==> config.mk <==
export PLATFORM = sky130hd
export DESIGN_NAME = multi_quadrature_scaled_counter_flat
export DESIGN_NICKNAME = d
export VERILOG_FILES = /design/src/rtl/mqsc_pkg.sv /design/src/rtl/mqsc_if.sv /design/src/rtl/mqsc_div.sv /design/src/rtl/multi_quadrature_scaled_counter.sv /design/src/flat_wrapper.sv
export SDC_FILE = /design/constraint.sdc
export NUM_CORES = 1
export LEC_CHECK = 0
export ABC_AREA = 1
export BUFFER_PORTS_ARGS = -buffer_cell sky130_fd_sc_hd__buf_2
export CAP_MARGIN = 40
export CORE_MARGIN = 4
export CORE_UTILIZATION = 50
export CTS_BUF_LIST = sky130_fd_sc_hd__clkbuf_16
export DETAILED_ROUTE_END_ITERATION = 8
export GPL_TIMING_DRIVEN = 1
export PLACE_DENSITY = 0.77
export SYNTH_ARGS = -nofsm -noshare
export SYNTH_HDL_FRONTEND = slang
export SYNTH_SLANG_ARGS = --single-unit
==> constraint.sdc <==
create_clock -name clk -period 19.8 [get_ports clk]
set_input_delay 0 -clock clk [delete_from_list [all_inputs] [get_ports clk]]
set_output_delay 0 -clock clk [all_outputs]
set_load 0.05 [all_outputs]
==> src/rtl/mqsc_pkg.sv <==
// ----------------------------------------------------------------------------
// mqsc_pkg
// Shared types, codes and the quadrature step table of the scaled counter.
// ----------------------------------------------------------------------------
package mqsc_pkg;

  localparam int PIN_W   = 24;
  localparam int ADDR_W  = 3;
  localparam int ACC_W   = 16;
  localparam int SCALE_W = 15;
  localparam int DELTA_W = 8;

  localparam logic REG_ACTIVE_MICE     = 1'b0;
  localparam logic REG_COUNTS_PER_STEP = 1'b1;

  localparam logic [2:0]         ACTIVE_MICE_RESET = 3'd6;
  localparam logic [SCALE_W-1:0] COUNTS_RESET      = 15'd1;

  typedef enum logic [1:0] {
    ACT_SAMPLE = 2'd0,
    ACT_TAKE   = 2'd1,
    ACT_INIT   = 2'd2
  } action_t;

  typedef enum logic [2:0] {
    ST_IDLE,
    ST_RD,
    ST_EXE,
    ST_DIV,
    ST_TKZ
  } state_t;

  typedef struct packed {
    logic [1:0]                phase;
    logic [ACC_W-1:0]          acc;
    logic signed [DELTA_W-1:0] pend;
  } entry_t;

  function automatic logic signed [1:0] step_of(input logic [3:0] idx);
    logic signed [1:0] s;
    case (idx)
      4'd1, 4'd7, 4'd8, 4'd14:   s = 2'sb01;
      4'd2, 4'd4, 4'd11, 4'd13:  s = 2'sb11;
      default:                   s = 2'sb00;
    endcase
    return s;
  endfunction

endpackage

==> src/rtl/mqsc_if.sv <==
// ----------------------------------------------------------------------------
// mqsc_in_if / mqsc_out_if
// Valid/ready channels for pin sample items and delta results.
// ----------------------------------------------------------------------------
interface mqsc_in_if;
  logic        valid;
  logic        ready;
  logic [1:0]  action;
  logic [23:0] pin_levels;
  logic [2:0]  mouse_select;

  modport source (output valid, action, pin_levels, mouse_select, input ready);
  modport sink (input valid, action, pin_levels, mouse_select, output ready);
endinterface

interface mqsc_out_if;
  logic              valid;
  logic              ready;
  logic signed [7:0] delta_x;
  logic signed [7:0] delta_y;

  modport source (output valid, delta_x, delta_y, input ready);
  modport sink (input valid, delta_x, delta_y, output ready);
endinterface

==> src/rtl/mqsc_div.sv <==
// ----------------------------------------------------------------------------
// mqsc_div
// Radix-2 restoring divider, 16-bit magnitude by 15-bit scale.
// ----------------------------------------------------------------------------
module mqsc_div
  import mqsc_pkg::*;
(
  input  logic               clk,
  input  logic               rst,
  input  logic               start,
  input  logic [ACC_W-1:0]   dividend,
  input  logic [SCALE_W-1:0] divisor,
  output logic               busy,
  output logic [ACC_W-1:0]   quot,
  output logic [SCALE_W-1:0] rem
);

  logic [ACC_W-1:0]   dq;
  logic [SCALE_W-1:0] rm;
  logic [3:0]         cnt;
  logic [ACC_W-1:0]   trial;
  logic               ge;

  assign trial = {rm, dq[ACC_W-1]};
  assign ge    = trial >= {1'b0, divisor};

  always_ff @(posedge clk) begin
    if (rst) begin
      busy <= 1'b0;
      cnt  <= '0;
    end else if (start) begin
      busy <= 1'b1;
      cnt  <= '0;
    end else if (busy) begin
      cnt <= cnt + 4'd1;
      if (cnt == 4'd15) begin
        busy <= 1'b0;
      end
    end
  end

  always_ff @(posedge clk) begin
    if (start) begin
      dq <= dividend;
      rm <= '0;
    end else if (busy) begin
      dq <= {dq[ACC_W-2:0], ge};
      rm <= ge ? SCALE_W'(trial - {1'b0, divisor}) : trial[SCALE_W-1:0];
    end
  end

  assign quot = dq;
  assign rem  = rm;

endmodule

==> src/rtl/multi_quadrature_scaled_counter.sv <==
// ----------------------------------------------------------------------------
// multi_quadrature_scaled_counter
// Multi-mouse quadrature decoder with scaled, saturating delta counters.
// ----------------------------------------------------------------------------
// Input channel in_ch carries one beat per command: sample pins, take one
// mouse's deltas, or init. Output channel out_ch returns one beat per take.
// Channel state (phase, accumulator, pending delta) lives in one RAM with a
// registered read; each channel is read, updated and written back by a
// single sequencer. Every command spends its accept cycle in idle.
// A sample then walks 2*active channels; any channel whose count reaches
// the scale also waits on the shared restoring divider, which does one
// quotient bit per cycle. Init walks all channels; a take reads the
// mouse's two channels in turn, or loads a zero result when the mouse
// lies beyond MOUSE_COUNT. The next command is accepted once the walk
// ends, even while a result still waits in the output register; a take
// then holds until that register frees up. Reset (rst, synchronous)
// clears per-entry valid bits so the RAM reads as zero, and restores the
// config registers; no clearing pass is needed. Config registers sit on
// an APB port: active_mice at 0x0, counts_per_step at 0x4, both to be
// written by the user only while idle; the block does not enforce it.
// ----------------------------------------------------------------------------
module multi_quadrature_scaled_counter
  import mqsc_pkg::*;
#(
  parameter int MOUSE_COUNT = 6
) (
  input  logic              clk,
  input  logic              rst,
  mqsc_in_if.sink           in_ch,
  mqsc_out_if.source        out_ch,
  input  logic              psel,
  input  logic              penable,
  input  logic              pwrite,
  input  logic [ADDR_W-1:0] paddr,
  input  logic [31:0]       pwdata,
  output logic [31:0]       prdata,
  output logic              pready
);

  localparam int CH    = 2 * MOUSE_COUNT;
  localparam int CH_W  = $clog2(CH);
  localparam int EXT_W = (4 * MOUSE_COUNT > PIN_W) ? 4 * MOUSE_COUNT : PIN_W;

  // config
  logic [2:0]         active_mice;
  logic [SCALE_W-1:0] counts_per_step;

  assign pready = 1'b1;

  always_ff @(posedge clk) begin
    if (rst) begin
      active_mice     <= ACTIVE_MICE_RESET;
      counts_per_step <= COUNTS_RESET;
    end else if (psel && penable && pwrite) begin
      case (paddr[2])
        REG_ACTIVE_MICE:     active_mice     <= pwdata[2:0];
        REG_COUNTS_PER_STEP: counts_per_step <= pwdata[SCALE_W-1:0];
        default: ;
      endcase
    end
  end

  always_comb begin
    case (paddr[2])
      REG_ACTIVE_MICE:     prdata = 32'(active_mice);
      REG_COUNTS_PER_STEP: prdata = 32'(counts_per_step);
      default:             prdata = '0;
    endcase
  end

  logic [2:0] n_act;
  assign n_act = (32'(active_mice) > MOUSE_COUNT) ? 3'(MOUSE_COUNT) : active_mice;

  // sequencer registers
  state_t                    state, state_next;
  logic [CH_W-1:0]           ch, ch_next;
  action_t                   act;
  logic [PIN_W-1:0]          pins;
  logic [2:0]                sel;
  logic signed [DELTA_W-1:0] dx_hold, dx_hold_next;

  // channel RAM
  entry_t          mem [CH];
  logic [CH-1:0]   vld;
  entry_t          rd_q;
  logic            rd_vld;
  logic            rd_en, wr_en;
  entry_t          wr_data;
  entry_t          ent;

  always_ff @(posedge clk) begin
    if (rd_en) begin
      rd_q   <= mem[ch];
      rd_vld <= vld[ch];
    end
    if (wr_en) begin
      mem[ch] <= wr_data;
    end
  end

  always_ff @(posedge clk) begin
    if (rst) begin
      vld <= '0;
    end else if (wr_en) begin
      vld[ch] <= 1'b1;
    end
  end

  assign ent = rd_vld ? rd_q : '0;

  // per-channel datapath
  logic [EXT_W-1:0]          pins_ext;
  logic [CH_W-2:0]           m_idx;
  logic [3:0]                nib;
  logic [1:0]                cur;
  logic signed [1:0]         step;
  logic [ACC_W-1:0]          acc_sum;
  logic signed [ACC_W:0]     a17, s17;
  logic                      hit;
  logic                      m_active;
  logic [ACC_W-1:0]          mag;

  assign pins_ext = EXT_W'(pins);
  assign m_idx    = ch[CH_W-1:1];
  assign nib      = pins_ext[{m_idx, 2'b00} +: 4];
  assign cur      = ch[0] ? nib[3:2] : nib[1:0];
  assign step     = step_of({ent.phase, cur});
  assign acc_sum  = ent.acc + {{(ACC_W-2){step[1]}}, step};
  assign a17      = {acc_sum[ACC_W-1], acc_sum};
  assign s17      = {2'b00, counts_per_step};
  assign hit      = (counts_per_step != '0) && ((a17 >= s17) || (a17 <= -s17));
  assign m_active = 32'(m_idx) < 32'(n_act);
  assign mag      = acc_sum[ACC_W-1] ? ACC_W'(-acc_sum) : acc_sum;

  // divider and post-divide update
  logic               div_start, div_busy;
  logic [ACC_W-1:0]   quot;
  logic [SCALE_W-1:0] rem;

  mqsc_div u_div (
    .clk      (clk),
    .rst      (rst),
    .start    (div_start),
    .dividend (mag),
    .divisor  (counts_per_step),
    .busy     (div_busy),
    .quot     (quot),
    .rem      (rem)
  );

  logic                      neg;
  logic signed [DELTA_W-1:0] q8, pend_sat;
  logic signed [DELTA_W:0]   pend_sum;
  logic [ACC_W-1:0]          r16;

  assign neg = acc_sum[ACC_W-1];

  always_comb begin
    if (neg) begin
      q8 = (quot > 16'd128) ? -8'sd128 : DELTA_W'(-quot);
    end else begin
      q8 = (quot > 16'd127) ? 8'sd127 : quot[DELTA_W-1:0];
    end
    pend_sum = {ent.pend[DELTA_W-1], ent.pend} + {q8[DELTA_W-1], q8};
    if (pend_sum[DELTA_W] != pend_sum[DELTA_W-1]) begin
      pend_sat = pend_sum[DELTA_W] ? -8'sd128 : 8'sd127;
    end else begin
      pend_sat = pend_sum[DELTA_W-1:0];
    end
    r16 = neg ? ACC_W'(-{1'b0, rem}) : ACC_W'(rem);
  end

  // output register
  logic                      out_free, out_load;
  logic signed [DELTA_W-1:0] out_dx, out_dy;

  assign out_free = !out_ch.valid || out_ch.ready;

  always_ff @(posedge clk) begin
    if (rst) begin
      out_ch.valid <= 1'b0;
    end else if (out_load) begin
      out_ch.valid <= 1'b1;
    end else if (out_ch.ready) begin
      out_ch.valid <= 1'b0;
    end
  end

  always_ff @(posedge clk) begin
    if (out_load) begin
      out_ch.delta_x <= out_dx;
      out_ch.delta_y <= out_dy;
    end
  end

  // state machine
  logic sample_last, init_last;

  assign sample_last = 32'(ch) == 2 * 32'(n_act) - 1;
  assign init_last   = 32'(ch) == CH - 1;

  always_ff @(posedge clk) begin
    if (rst) begin
      state <= ST_IDLE;
    end else begin
      state <= state_next;
    end
  end

  always_ff @(posedge clk) begin
    ch      <= ch_next;
    dx_hold <= dx_hold_next;
    if (in_ch.valid && in_ch.ready) begin
      act  <= action_t'(in_ch.action);
      pins <= in_ch.pin_levels;
      sel  <= in_ch.mouse_select;
    end
  end

  always_comb begin
    state_next   = state;
    ch_next      = ch;
    dx_hold_next = dx_hold;
    in_ch.ready  = 1'b0;
    rd_en        = 1'b0;
    wr_en        = 1'b0;
    wr_data      = ent;
    div_start    = 1'b0;
    out_load     = 1'b0;
    out_dx       = '0;
    out_dy       = '0;
    case (state)
      ST_IDLE: begin
        in_ch.ready = 1'b1;
        if (in_ch.valid) begin
          case (action_t'(in_ch.action))
            ACT_SAMPLE: begin
              ch_next = '0;
              if (n_act != '0) begin
                state_next = ST_RD;
              end
            end
            ACT_TAKE: begin
              if (32'(in_ch.mouse_select) < MOUSE_COUNT) begin
                ch_next    = CH_W'({in_ch.mouse_select, 1'b0});
                state_next = ST_RD;
              end else begin
                state_next = ST_TKZ;
              end
            end
            ACT_INIT: begin
              ch_next    = '0;
              state_next = ST_RD;
            end
            default: ;
          endcase
        end
      end
      ST_RD: begin
        rd_en      = 1'b1;
        state_next = ST_EXE;
      end
      ST_EXE: begin
        case (act)
          ACT_SAMPLE: begin
            if (hit) begin
              div_start  = 1'b1;
              state_next = ST_DIV;
            end else begin
              wr_en         = 1'b1;
              wr_data.phase = cur;
              wr_data.acc   = acc_sum;
              if (sample_last) begin
                state_next = ST_IDLE;
              end else begin
                ch_next    = CH_W'(ch + 1'b1);
                state_next = ST_RD;
              end
            end
          end
          ACT_INIT: begin
            wr_en        = 1'b1;
            wr_data.pend = '0;
            if (m_active) begin
              wr_data.phase = cur;
              wr_data.acc   = '0;
            end
            if (init_last) begin
              state_next = ST_IDLE;
            end else begin
              ch_next    = CH_W'(ch + 1'b1);
              state_next = ST_RD;
            end
          end
          default: begin
            wr_data.pend = '0;
            if (!ch[0]) begin
              wr_en        = 1'b1;
              dx_hold_next = m_active ? ent.pend : '0;
              ch_next      = CH_W'(ch + 1'b1);
              state_next   = ST_RD;
            end else if (out_free) begin
              wr_en      = 1'b1;
              out_load   = 1'b1;
              out_dx     = dx_hold;
              out_dy     = m_active ? ent.pend : '0;
              state_next = ST_IDLE;
            end
          end
        endcase
      end
      ST_DIV: begin
        if (!div_busy) begin
          wr_en         = 1'b1;
          wr_data.phase = cur;
          wr_data.acc   = r16;
          wr_data.pend  = pend_sat;
          if (sample_last) begin
            state_next = ST_IDLE;
          end else begin
            ch_next    = CH_W'(ch + 1'b1);
            state_next = ST_RD;
          end
        end
      end
      ST_TKZ: begin
        if (out_free) begin
          out_load   = 1'b1;
          state_next = ST_IDLE;
        end
      end
      default: state_next = ST_IDLE;
    endcase
  end

endmodule
==> src/flat_wrapper.sv <==
// flat-port wrapper written by rule: the top's interface ports become plain ports
module multi_quadrature_scaled_counter_flat import mqsc_pkg::*;
#(
  parameter int MOUSE_COUNT = 6
)
  (clk, rst, psel, penable, pwrite, paddr, pwdata, prdata, pready, in_ch_valid, in_ch_action, in_ch_pin_levels, in_ch_mouse_select, in_ch_ready, out_ch_valid, out_ch_delta_x, out_ch_delta_y, out_ch_ready);
  mqsc_in_if in_ch_i ();
  mqsc_out_if out_ch_i ();
  input  logic clk;
  input  logic rst;
  input  logic psel;
  input  logic penable;
  input  logic pwrite;
  input  logic [ADDR_W-1:0] paddr;
  input  logic [31:0] pwdata;
  output logic [31:0] prdata;
  output logic pready;
  input wire logic [$bits(in_ch_i.valid)-1:0] in_ch_valid;
  input wire logic [$bits(in_ch_i.action)-1:0] in_ch_action;
  input wire logic [$bits(in_ch_i.pin_levels)-1:0] in_ch_pin_levels;
  input wire logic [$bits(in_ch_i.mouse_select)-1:0] in_ch_mouse_select;
  output wire logic [$bits(in_ch_i.ready)-1:0] in_ch_ready;
  output wire logic [$bits(out_ch_i.valid)-1:0] out_ch_valid;
  output wire logic [$bits(out_ch_i.delta_x)-1:0] out_ch_delta_x;
  output wire logic [$bits(out_ch_i.delta_y)-1:0] out_ch_delta_y;
  input wire logic [$bits(out_ch_i.ready)-1:0] out_ch_ready;
  assign in_ch_i.valid = in_ch_valid;
  assign in_ch_i.action = in_ch_action;
  assign in_ch_i.pin_levels = in_ch_pin_levels;
  assign in_ch_i.mouse_select = in_ch_mouse_select;
  assign in_ch_ready = in_ch_i.ready;
  assign out_ch_valid = out_ch_i.valid;
  assign out_ch_delta_x = out_ch_i.delta_x;
  assign out_ch_delta_y = out_ch_i.delta_y;
  assign out_ch_i.ready = out_ch_ready;
  multi_quadrature_scaled_counter #(.MOUSE_COUNT(MOUSE_COUNT)) u_core (.clk(clk), .rst(rst), .in_ch(in_ch_i), .out_ch(out_ch_i), .psel(psel), .penable(penable), .pwrite(pwrite), .paddr(paddr), .pwdata(pwdata), .prdata(prdata), .pready(pready));
endmodule
### Yosys cells after proc, flatten, opt, wreduce, memory -nomap -nowiden

Memories as Yosys holds them, arrays and structs flattened. A register that Yosys moved wholly into a read port is not among the register bits.
Cells that the tools add are included.

| cells by class | value |
|---|---|
| add/subtract/negate cells | 10 |
| order comparisons | 10 |
| eq/ne operators | 20 |
| shift-type cells | 1 |
| muxes and demuxes | 68 |
| bitwise gates (word level) | 6 |
| reductions and logical operators | 26 |

Operator list:

| operator | count |
|---|---|
| 16-bit two-way mux | 4 |
| 32-bit one-hot mux with 2 select lines | 1 |
| 8-bit two-way mux | 7 |
| 26-bit two-way mux | 2 |
| 26-bit one-hot mux with 2 select lines | 1 |
| 18-bit two-way mux | 2 |
| 18-bit one-hot mux with 2 select lines | 1 |
| 4-bit by 32-bit == test with 1-bit output | 1 |
| 4-bit two-way mux | 7 |
| 3-bit two-way mux | 8 |
| 24-bit by 6-bit variable part select with 4-bit output | 1 |
| 1-bit two-way mux | 22 |
| 16-bit by 17-bit less-or-equal comparator with 1-bit output | 1 |
| 15-bit negation with 17-bit output | 1 |
| 16-bit adder | 1 |
| 16-bit by 15-bit greater-or-equal comparator with 1-bit output | 1 |
| 16-bit greater-or-equal comparator | 1 |
| 16-bit by 7-bit greater-than comparator with 1-bit output, second input constant | 1 |
| 16-bit by 8-bit greater-than comparator with 1-bit output, second input constant | 1 |
| 15-bit negation with 16-bit output | 1 |
| 16-bit negation | 1 |
| 4-bit one-hot mux with 2 select lines | 2 |
| 15-bit two-way mux | 1 |
| 3-bit one-hot mux with 5 select lines | 1 |
| 45 further kinds | 71 |

| storage, ports and cells | value |
|---|---|
| register bits after elaboration | 125 |
| memory bits (writable) | 312 |
| memory bits (read-only) | 32 |
| output and inout port bits | 51 |
| word-level logic and storage cells | 160 |
| memories | 2 |

Memory list:

| name | words | bits a word | read ports | clocked after memory_dff | wr ports | RTL line | source |
|---|---|---|---|---|---|---|---|
| u_core.mem | 12 | 26 | 1 | 1 | 1 | multi_quadrature_scaled_counter.sv:83 | `entry_t mem [CH];` |
| (no name shown) | 16 | 2 | 1 | 0 | 0 | mqsc_pkg.sv:41 | `case (idx)` |

### Logic depth before layout (Yosys ltp)

An unclocked memory read counts as a cell.

| depth | value |
|---|---|
| depth after elaboration | 12 |
| depth in mapped cells | 48 |
| gate-level depth less buffers | 48 |

### Modules after synthesis

A second synthesis with hierarchy kept.

| unflattened totals | value |
|---|---|
| cells, all modules | 2588 |
| area, all modules | 24323.3 um^2 |

By module, submodules not included:

| module | instances | cells an instance | area each (um^2) | seq. area each (um^2) |
|---|---|---|---|---|
| multi_quadrature_scaled_counter | 1 | 2194 | 21630.7 | 12482.0 |
| mqsc_div | 1 | 394 | 2692.6 | 880.8 |

### Worst setup path after synthesis

OpenSTA, ideal clock, no wires.

| timing path | value |
|---|---|
| path type | register to register |
| start | register u_core.ch[2] |
| end | memory u_core.mem[0][2] (netlist bit), data pin |
| setup time | 0.352 ns |
| arrival | 6.230 ns |
| required time | 19.448 ns |
| path slack | 13.218 ns |
| cell stages (with the launch flop) | 39 |
| path buffers | 1 |
| cell sequence | edfxtp_1 -> inv_1 -> nor2_1 -> a221oi_1 -> o22ai_1 -> o21ai_0 -> inv_1 -> ha_1 -> nand3_1 -> nand2_1 -> nand2_1 -> nand2_2 -> ha_1 -> nand2_1 -> o21ai_1 -> inv_2 -> o21ai_1 -> nand3_1 -> [... 3 more ...] -> clkbuf_1 -> nor2_1 -> a22oi_1 -> inv_1 -> ha_1 -> a21oi_1 -> o21bai_1 -> a21oi_1 -> o21bai_1 -> a21oi_1 -> o21ai_0 -> xnor2_1 -> inv_1 -> ha_1 -> inv_1 -> o21ai_0 -> a32oi_1 -> o21ai_0 |

RTL lines:

| what | RTL line | source |
|---|---|---|
| start, declared | multi_quadrature_scaled_counter.sv:76 | `logic [CH_W-1:0] ch, ch_next;` |
| start signal, assigned | multi_quadrature_scaled_counter.sv:211 | `ch <= ch_next;` |
| end, declared | multi_quadrature_scaled_counter.sv:83 |  |

### Worst setup path after layout

| timing path | value |
|---|---|
| start | register u_core.ch[1] |
| end | memory u_core.mem[7][18] (netlist bit), enable pin |

| on the way | value |
|---|---|
| word-level cells in the longest chain between the ends | 12 |
| elaborated cells between the ends (all ways) | 13 |
| those cells by class | add/sub: 1; order compare: 2; shift: 1; mux: 6; reduce/logical: 2; memory: 1 |

RTL lines:

| what | RTL line | source |
|---|---|---|
| 24-bit by 6-bit variable part select with 4-bit output | multi_quadrature_scaled_counter.sv:125 | `assign nib = pins_ext[{m_idx, 2'b00} +: 4];` |
| 2-bit two-way mux | multi_quadrature_scaled_counter.sv:126 | `assign cur = ch[0] ? nib[3:2] : nib[1:0];` |
| memory 16 x 2 bit | - |  |
| 16-bit adder | multi_quadrature_scaled_counter.sv:128 | `assign acc_sum = ent.acc + {{(ACC_W-2){step[1]}}, step};` |
| 16-bit by 17-bit less-or-equal comparator with 1-bit output or 16-bit greater-or-equal comparator (tied branches) | multi_quadrature_scaled_counter.sv:131 | `assign hit = (counts_per_step != '0) && ((a17 >= s17) \|\| (a17 <= -s17));` |
| 1-bit logical OR | multi_quadrature_scaled_counter.sv:131 |  |
| 1-bit logical AND | multi_quadrature_scaled_counter.sv:131 |  |
| 1-bit two-way mux | multi_quadrature_scaled_counter.sv:266 | `if (hit) begin` |
| 1-bit one-hot mux with 2 select lines | multi_quadrature_scaled_counter.sv:264 | `case (act)` |
| 1-bit one-hot mux with 2 select lines | multi_quadrature_scaled_counter.sv:232 | `case (state)` |
| 1-bit two-way mux | multi_quadrature_scaled_counter.sv:96 | `if (wr_en) begin` |
| 1-bit two-way mux (implied by the code) | multi_quadrature_scaled_counter.sv:97 | `mem[ch] <= wr_data;` |

Several ways; a longest one is shown, not always the timed one.

==> flow_metrics.tcl <==
set metrics [dict create \
    cp_slowest_stage_delay_ns 0.70 \
    grt_pass1_vias 18200 \
    area_growth_pct 13.5 \
    wl_met3_mm 4.87 \
    ff2ff_path_depth 46 \
    finalSetupViolCount 0 \
    netlist_instances 2524 \
    tns_ns 0 \
    ctsResizeCount 0 \
    worst_pin_slew_ns 0.924 \
    status "complete, no violations" \
    grt_max_degree 90 \
    maxSlewHeadroom_pct 38.4 \
    maxSlewViolCount 0 \
    reg2reg_from "u_core.ch[1]" \
    track_usage_pct 24.4 \
    ir_worst_vdd_v 0.0000630 \
    worst_hold_path_type "input port to flop" \
    start_util_pct 50.8 \
    critPathMaxFanout 74 \
    clockRootBuffer "clkbuf_16" \
    ys_types 58 \
    firstDrtPassIters 8 \
    ys_warn_count 0 \
    synth_area_um2 23800 \
    cp.arrival_ns 9.20 \
    post-route-period-util_pct 45.1 \
    required_ns 20.07 \
    crit_top_cell "nand2_1" \
    antenna_cells 0 \
    wl_met2_mm 30.8 \
    die_h_um 226 \
    synthFlopType "edfxtp_1" \
    dieArea_um2 51200 \
    core_area_um2 46900 \
    antenna_found_initial 0 \
    hold_depth 3 \
    rrSetupSlack_ns 10.87 \
    synth-seq-cells 463 \
    wl_per_cell_um 19.4 \
    nNetsFinal 2804 \
    routedLengthMet1_mm 25.3 \
    hold_path_startpoint "pwrite" \
    skew_ns 0.0272 \
    globalplace.congestion 0.948 \
    cts_max_level 2 \
    synth_enable_flop_cells 409 \
    cts_sinks 463 \
    grt-ovfl-total 0 \
    port_buffers 84 \
    cts_tree "built" \
    path_clk_slew_ns 0.06 \
    worstSkewPairLatency_ns 0.60 \
    crit_path_top_delay_cell "buf_4" \
    worst-setup-path-type "flop to flop" \
    drt-initial-drc-count 1966 \
    postCtsHoldBufs 55 \
    viasPerCell 5.73 \
    cts-buffers-inserted 48 \
    async_flop_share_pct 0 \
    final_util_pct 57.7 \
    io_pins 122 \
    vias 18800 \
    drc 0 \
    rows 79 \
    p_per_area_nw_per_um2 131 \
    drt_wl_total_mm 63.9 \
    clock_path_buffers 3 \
    ys_seq_area_share_pct 56.1 \
    r2r_end "u_core.mem[7][18]" \
    rsz0062_at_grt "false" \
    drive_above_1_share_pct 9.84 \
    grt_pass1_wl_mm 98.6 \
    period_needed_ns 8.93 \
    hold_viol 0 \
    critPathCaptureType "flop" \
    start_kind "flop" \
    syn_avg_cell_area_um2 9.43 \
    fmax_ghz 0.112 \
    highest_layer "met4" \
    leakage_uw 0.0109 \
    die_width_um 226 \
    hold_path_end "u_core.counts_per_step[2]" \
    post_cts_buffers 0 \
    antenna_left 0 \
    dp_hpwl_mm 40.4 \
    maxCapViolCount 0 \
]
-- cells in the mapped netlist, drive strengths merged (5+ instances only) --
library cell    n  area share [%]
nand3         135             3.0
o221ai          5            0.18
clkinv          7            0.11
o21bai          7            0.22
nand4          30            0.81
o22ai          93             2.4
buf            34            0.97
nor4            6            0.16
edfxtp        409              52
xor2           57             2.1
nand2         405             6.6
dfxtp          54             4.5
xnor2          12            0.44
a21oi         136             3.0
nor2          299             4.7
inv           266             4.2
nor3           33            0.71
clkbuf         97             1.5
ha             85             4.5
o21ai         302             6.3
a221oi          7            0.26
-- worst max-delay path: cells and delay by family (launching register included) --
kind | cells | cell delay, ns
AOI/OAI and AO/OA | 5 | 0.94
buffers and inverters | 11 | 3.01
xor gates and xnor gates | 1 | 0.42
adders and majority gates | 3 | 0.96
and+or+nand+nor | 26 | 2.85
DFF | 1 | 0.36
-- flip-flops by register name, indices dropped and copies added, names as in the netlist, 2 cells and up --
signal / count
u_core.u_div.quot: 16
u_core.ch: 4
u_core.u_div.cnt: 4
u_core.pins: 24
u_core.active_mice: 3
u_core.out_ch.delta_y: 8
u_core.act: 2
u_core.rd_q: 26
u_core.out_ch.delta_x: 8
u_core.u_div.rem: 15
u_core.counts_per_step: 15
u_core.mem: 312
u_core.vld: 12
u_core.dx_hold: 8
u_core.state: 3
-- cell families after synthesis --
kind of cell	after synthesis	synth area share, %
AOI/OAI and AO/OA	580	13.4
xor gates and xnor gates	69	2.54
adders and majority gates	88	4.72
buffers and inverters	404	6.80
DFF	463	56.1
other	2	0.0315
and+or+nand+nor	918	16.4
-- power breakdown --
part | internal (µW) | switching (µW)
Sequential | 1170 | 41.3
Combinational | 436 | 998
Clock | 513 | 391
-- stage by stage --
step / hold slack (ns) / instance area (µm²) / cells / total power [µW] / setup WS (ns)
global placement: 0.178 / 24700 / 3134 / 2560 / 10.54
floorplan: 0.0989 / 23900 / 2540 / 2220 / 13.22
detailed placement: 0.179 / 24900 / 3146 / 2620 / 10.87
global route: 0.0667 / 27000 / 3290 / 3760 / 10.10
finish: 0.00649 / 27000 / 3290 / 3540 / 10.87
CTS: 0.000193 / 27000 / 3289 / 3530 / 10.81
-- cells in the final DEF, fill, tap and decap left out, drive strengths merged, types with 4 or more instances in the layout --
cell and count:
conb 18, edfxtp 409, clkinv 33, buf 130, dlygate4sd3 55, clkbuf 49, a221oi 7, o211ai 4
bufinv 5, xnor2 12, dfxtp 54, nor4 6, o21ai 302, a21oi 136, inv 274, nand4 30
xor2 57, nor2 299, ha 85, o31ai 4, o21bai 7, nor3 33, o22ai 93, a31oi 4
o221ai 5, nand3 135, nand2 405
-- layout make-up --
| cell class | count | area, µm² |
|---|---|---|
| fillers | 3890 | 19800 |
| repair buffers | 186 | 1380 |
| clock inverters | 40 | 383 |
| flip-flops and latches | 463 | 13400 |
| multi-input cells | 1673 | 8900 |
| well taps | 607 | 759 |
| clock buffers | 48 | 1200 |
| inverters | 273 | 1030 |
-- worst max path at each step --
stage	startpoint	to	cells past startpoint
after CTS	u_core.ch[1]	u_core.mem[7][18]	46
after floorplan	u_core.ch[2]	u_core.mem[0][2]	38
after detailed placement	u_core.ch[1]	u_core.mem[7][10]	46
after global placement	u_core.ch[1]	u_core.mem[7][10]	43
final	u_core.ch[1]	u_core.mem[7][18]	46
after global routing	u_core.ch[1]	u_core.mem[7][18]	46
-- metal layers --
| layer | vias to the layer above | GRT usage, % |
|---|---|---|
| li1 | 8949 | - |
| met1 | 8913 | 31.0 |
| met2 | 819 | 41.5 |
| met3 | 168 | 3.87 |
| met4 | 0 | 11.0 |
| met5 | - | 0 |
No activity file was read; power rests on OpenSTA's default activity.
